## src/rtl/core/smfc_pkg.sv

```systemverilog
// smfc_pkg: shared types for the sorted multiset floor/ceiling block
// command and status codes, controller state, cell control and hit records
// no dependencies
`default_nettype none

package smfc_pkg;

    localparam int VALUE_W = 32;

    typedef enum logic [1:0] {
        CMD_INSERT = 2'd0,
        CMD_ERASE  = 2'd1,
        CMD_CEIL   = 2'd2,
        CMD_FLOOR  = 2'd3
    } t_cmd;

    typedef enum logic [1:0] {
        ST_OK        = 2'd0,
        ST_NOT_FOUND = 2'd1,
        ST_FULL      = 2'd2
    } t_status;

    typedef enum logic {
        S_IDLE,
        S_SCAN
    } t_state;

    typedef struct packed {
        logic ins_en;
        logic del_en;
        t_cmd cmd;
    } t_cell_ctl;

    typedef struct packed {
        logic                      hit;
        logic signed [VALUE_W-1:0] value;
    } t_hit;

endpackage

`default_nettype wire

```

## src/rtl/core/smfc_cell.sv

```systemverilog
// smfc_cell: one slot of the sorted row, holds a single value
// compares against the key, shifts with its neighbors, flags a query hit
// depends on smfc_pkg
`default_nettype none

module smfc_cell (
    input  wire logic                               i_clk,
    input  wire smfc_pkg::t_cell_ctl                i_ctl,
    input  wire logic signed [smfc_pkg::VALUE_W-1:0] i_key,
    input  wire logic                               i_valid,
    input  wire logic signed [smfc_pkg::VALUE_W-1:0] i_left_value,
    input  wire logic                               i_left_le,
    input  wire logic                               i_left_ge,
    input  wire logic signed [smfc_pkg::VALUE_W-1:0] i_right_value,
    input  wire logic                               i_right_valid,
    input  wire logic                               i_right_le,
    output logic signed [smfc_pkg::VALUE_W-1:0]      o_value,
    output logic                                    o_le,
    output logic                                    o_ge,
    output smfc_pkg::t_hit                          o_hit
);
    import smfc_pkg::*;

    logic signed [VALUE_W-1:0] r_value;
    logic signed [VALUE_W-1:0] n_value;
    logic                      w_le;
    logic                      w_ge;
    logic                      w_hit;

    assign w_le = (r_value <= i_key);
    assign w_ge = (r_value >= i_key);

    always_comb begin
        n_value = r_value;
        if (i_ctl.ins_en) begin
            if (i_valid && w_le) begin
                n_value = r_value;
            end else if (i_left_le) begin
                n_value = i_key;
            end else begin
                n_value = i_left_value;
            end
        end else if (i_ctl.del_en && w_ge) begin
            n_value = i_right_value;
        end
    end

    always_ff @(posedge i_clk) begin
        r_value <= n_value;
    end

    always_comb begin
        case (i_ctl.cmd)
            CMD_INSERT: w_hit = 1'b0;
            CMD_ERASE:  w_hit = i_valid && w_le && w_ge && !i_left_ge;
            CMD_CEIL:   w_hit = i_valid && w_ge && !i_left_ge;
            CMD_FLOOR:  w_hit = i_valid && w_le && !(i_right_valid && i_right_le);
            default:    w_hit = 1'b0;
        endcase
    end

    assign o_value     = r_value;
    assign o_le        = w_le;
    assign o_ge        = w_ge;
    assign o_hit.hit   = w_hit;
    assign o_hit.value = w_hit ? r_value : '0;

endmodule

`default_nettype wire

```

## config.mk

```make
export PLATFORM = sky130hd
export DESIGN_NAME = smfc_cell
export DESIGN_NICKNAME = d
export VERILOG_FILES = /design/src/rtl/core/smfc_pkg.sv /design/src/rtl/core/smfc_cell.sv
export SDC_FILE = /design/constraint.sdc
export NUM_CORES = 1
export LEC_CHECK = 0
export BUFFER_PORTS_ARGS = -buffer_cell sky130_fd_sc_hd__buf_2
export CAP_MARGIN = 40
export CORE_ASPECT_RATIO = 1.4
export CORE_MARGIN = 2
export CORE_UTILIZATION = 45
export CTS_CLUSTER_SIZE = 30
export DETAILED_ROUTE_END_ITERATION = 7
export PLACE_DENSITY_LB_ADDON = 0.3
export SYNTH_ARGS = -nofsm -noshare
export SYNTH_HDL_FRONTEND = slang
export SYNTH_SLANG_ARGS = --single-unit
```

## constraint.sdc

```tcl
create_clock -name i_clk -period 9.7 [get_ports i_clk]
set_input_delay 0.97 -clock i_clk [delete_from_list [all_inputs] [get_ports i_clk]]
set_output_delay 0.97 -clock i_clk [all_outputs]
set_load 0.05 [all_outputs]
```

* Yosys cells after proc, flatten, opt, wreduce, memory -nomap -nowiden
Index checks and enable logic that the tools add are counted.
** Word-level totals
- Flip-flop bits (word level) :: 32
- Input bits :: 106
- Output and inout bits :: 67
- Logic and storage cells :: 26
** Operators by class
- Order comparisons :: 2
- Equality and inequality tests :: 4
- Multiplexer cells :: 6
- Reduce and logical (&&, ||, !) cells :: 13
** Operators with widths (number)
- 32-bit two-way mux :: 5
- 32-bit greater-or-equal comparator :: 1
- 32-bit <= comparator :: 1
- 1-bit logical AND :: 8
- 2-bit equality test, second input constant :: 2
- 1-bit case mux with 4 select lines :: 1
- 2-bit by 1-bit equality test with 1-bit output, second input constant :: 1
- 1-bit zero test :: 2
- 2-bit zero test :: 1
- 2-bit != test, second input constant :: 1
- 2-bit AND reduction :: 1
- 2-bit nonzero test :: 1

* Longest topological paths before layout
- Depth in word-level cells :: 6
- Depth in mapped cells :: 11

* Least setup slack after synthesis
No wires, ideal clock.
- Path kind :: input -> register
- Start :: input port i_key[1] (netlist bit)
- End :: register r_value[0], in the netlist o_value[0], enable pin
- Data arrival time :: 4.622 ns
- Data required time :: 9.228 ns
- Path slack :: 4.606 ns
- Cell stages on the path :: 9
- Cell sequence :: inv_1 ha_1 nor2b_1 o211ai_1 a2111o_1 nand3_1 o21a_1 nor2_1 o32ai_1
** Between the ends
- Longest elaborated chain between the ends :: 4
- Elaborated cells between the ends (all ways) :: 7
- Those cells by class :: order compare: 2; eq/ne: 1; reduce/logical: 4
** RTL lines
- start, declared :: RTL line smfc_cell.sv:9 : input wire logic signed [smfc_pkg::VALUE_W-1:0] i_key,
- 32-bit <= comparator / 32-bit greater-or-equal comparator (equally long branches) :: RTL line smfc_cell.sv:30, smfc_cell.sv:31
- 1-bit logical AND, on equally long branches :: RTL line smfc_cell.sv:36, smfc_cell.sv:43
- 2-bit != test (no line) / 2-bit nonzero test (equally long branches)
- 2-bit AND reduction (no line) *
- end signal, assigned :: RTL line smfc_cell.sv:49 : r_value <= n_value;
- end, declared :: RTL line smfc_cell.sv:24 : logic signed [VALUE_W-1:0] r_value;
Mark *: on every way between the ends. The rest lies on a longest branch, timed or not.
A chain may end at the register's enable or synchronous reset.

==> impl_metrics.yaml <==
outcome:
  status: "completed"
worst_setup_path:
  start_kind: "input pin"
  cp_common_cell: "buf_2"
  critPathArrivalTime_ns: 4.15
  reg2reg_depth: 7
  worstPathCellList: "buf_2, inv_1, ha_1, a21oi_1, o21ai_0, a221oi_1, nand4b_1, o211a_1, a311oi_4, buf_4, nor3b_1, buf_2"
  crit_fanout: 18
  end_kind: "output pin"
  cp.required_ns: 8.73
  path_class: "in2out"
  slowest_stage: "a311oi_4"
  max_stage_delay_ns: 0.74
floorplanning:
  die_height_um: 100
  core_um2: 6480
  fp.dieW_um: 72.6
  io_pins: 173
  std_cell_rows: 35
  initial_utilization_pct: 45.7
  design.die.area_um2: 7260
detailed_routing:
  drt_iter0_drc: 101
  vias_per_cell: 5.24
  drt-wirelength-per-cell_um: 14.2
  drcViolationCount: 0
  first_pass_iters: 4
  ant_nets: 0
  routed_wl_um: 8030
  vias: 2959
timing:
  rsz0062_at_grt: "false"
  hold_viol_final: 0
  period_share_pct: 52.7
  tightest_slew_ns: 0.888
  hold_ws_ns: 1.01
  fin_worst_skew_ns: 0.00608
  setup_viol: 0
  max_freq_ghz: 0.195
  drv_slew: 0
  slew_headroom_pct: 40.8
  finalSetupTns_ns: 0
  period_needed_ns: 5.12
synthesis:
  synth_cell_type_count: 38
  ys.flop_type: "edfxtp_1"
  synthesis.nets: 466
  synthArstFlopShare_pct: 0
  synth-edff-count: 32
  ys_warn_count: 0
  synth_cells: 325
  ys_seq_elements: 32
  syn-cell-area_um2: 2960
  seq_area_frac_synth_pct: 32.4
  syn_area_per_cell_um2: 9.12
pwr:
  powerDensity_nw_per_um2: 131
  p_leak_nw: 2.05
  p_switching_mw: 0.220
  power.internal_mw: 0.302
  clockPowerShare_pct: 18.6
  combPwrFrac_pct: 45.2
  power_frac_seq_pct: 36.2
  swShare_pct: 42.1
  vdd_drop_max_v: 0.0000782
  power.total_mw: 0.521
place:
  dp_hpwl_um: 6530
  portBuffers: 172
  place_congestion: 0.792
finish:
  nNetsFinal: 631
  largest_reg_flops: 32
  drive_gt1_share_pct: 38.9
  diodes: 0
  area_growth_pct: 34.0
global_routing:
  grt_start_max_net_pins: 36
  antenna_found_initial: 0
  grt_pass1_vias: 2967
  grtUsageTotal_pct: 21.9
  overflow: 0
  grt_pass1_wl_um: 12700
worst_hold_path:
  hold_depth: 3
  worstHoldPathType: "in2reg"
clock_tree:
  h-tree-depth: 2
  clk_latency_ns: 0.28
  cts_root_buf: "clkbuf_8"
  clk_pin_slew_ns: 0.07
  clock_path_buffers: 2
  post-cts-setup-buffers: 0
  cts_buffers: 5
  cts_sinks: 32
  cts.repair.resized: 0
  cts_tree: "yes"
  hold_buffers: 0
job:
  maxCapViolCount: 0
[through the flow]
stage / instances / worst slack [ns] / instance area (um2) / util [%]
6_report: 565 / 4.58 / 3970 / 61.3
5_1_grt: 565 / 4.32 / 3970 / 61.3
4_1_cts: 565 / 4.61 / 3970 / 61.3
3_5_place_dp: 557 / 4.61 / 3890 / 60.0
3_3_place_gp: 555 / 4.72 / 3840 / 59.3
2_1_floorplan: 325 / 4.61 / 2960 / -
[per-layer routing]
metal  share of wire, %  wire (um)  vias up  GRT usage, %
met5                  0          0        -             0
met4                1.5        123        0          8.40
met3                6.1        487       10          4.52
met2                 54       4370      105          41.5
met1                 38       3050     1338          23.2
li1                   -          -     1506             -
[placed cells by master, fill, tap and decap left out, types with 2 or more instances in the layout]
cell	Yosys	layout
a21oi_1	45	45
a221oi_1	2	2
buf_2	0	172
buf_4	1	3
clkbuf_1	8	2
clkbuf_8	1	5
edfxtp_1	32	32
ha_1	35	35
inv_1	37	37
mux2i_1	32	32
nand2_1	14	14
nand3_1	2	2
nand4_1	7	7
nor2_1	38	38
nor3_1	3	3
nor3b_1	31	31
nor4_1	2	2
o211ai_1	2	2
o21ai_0	5	5
or2b_2	2	2
or4_1	2	2
[power by group through the flow]
| stage | Clock, mW | Combinational, mW | Sequential, mW |
|---|---|---|---|
| floorplan | 0 | 0.111 | 0.247 |
| global placement | 0 | 0.230 | 0.191 |
| detailed placement | 0 | 0.236 | 0.192 |
| CTS | 0.101 | 0.237 | 0.189 |
| global route | 0.107 | 0.256 | 0.191 |
| finish | 0.0970 | 0.236 | 0.189 |
[worst paths after layout]
| kind | from | slack (ns) | to |
|---|---|---|---|
| setup reg to reg | o_value[17] | 6.45 | o_value[10] |
| setup / recovery | i_key[17] | 4.58 | o_hit[22] |
| hold reg to reg | o_value[31] | 1.45 | o_value[29] |
| hold / removal | i_right_value[23] | 1.01 | o_value[23] |
[area by class of cell]
cell class              count  area, um2
clock buffers               7       76.3
clock inverters             1       3.75
fillers                   585       2510
inverters                  37        139
multi-input cells         237       1770
flip-flops and latches     32        961
well taps                  74       92.6
repair buffers            177        931
[Yosys cell counts (5+ instances only)]
| master | instances | area share, % |
|---|---|---|
| a21oi_1 | 45 | 7.6 |
| buf_1 | 5 | 0.63 |
| clkbuf_1 | 8 | 1.0 |
| edfxtp_1 | 32 | 32 |
| ha_1 | 35 | 15 |
| inv_1 | 37 | 4.7 |
| mux2i_1 | 32 | 11 |
| nand2_1 | 14 | 1.8 |
| nand4_1 | 7 | 1.5 |
| nor2_1 | 38 | 4.8 |
| nor3b_1 | 31 | 7.9 |
| o21ai_0 | 5 | 0.84 |
[critical path: cells and delay by family]
kind,cells,cell delay (ns)
adders and majority gates,1,0.31
buffers and inverters,4,0.73
and+or+nand+nor,2,0.30
AOI/OAI and AO/OA,5,1.85
[cells by family after synthesis]
| group | share of synthesized area (%) |
|---|---|
| AOI/OAI and AO/OA | 13.5 |
| muxes | 10.8 |
| DFF | 32.4 |
| and+or+nand+nor | 20.0 |
| buffers and inverters | 8.53 |
| adders and majority gates | 14.8 |
Power figures use the tool's default switching activity.
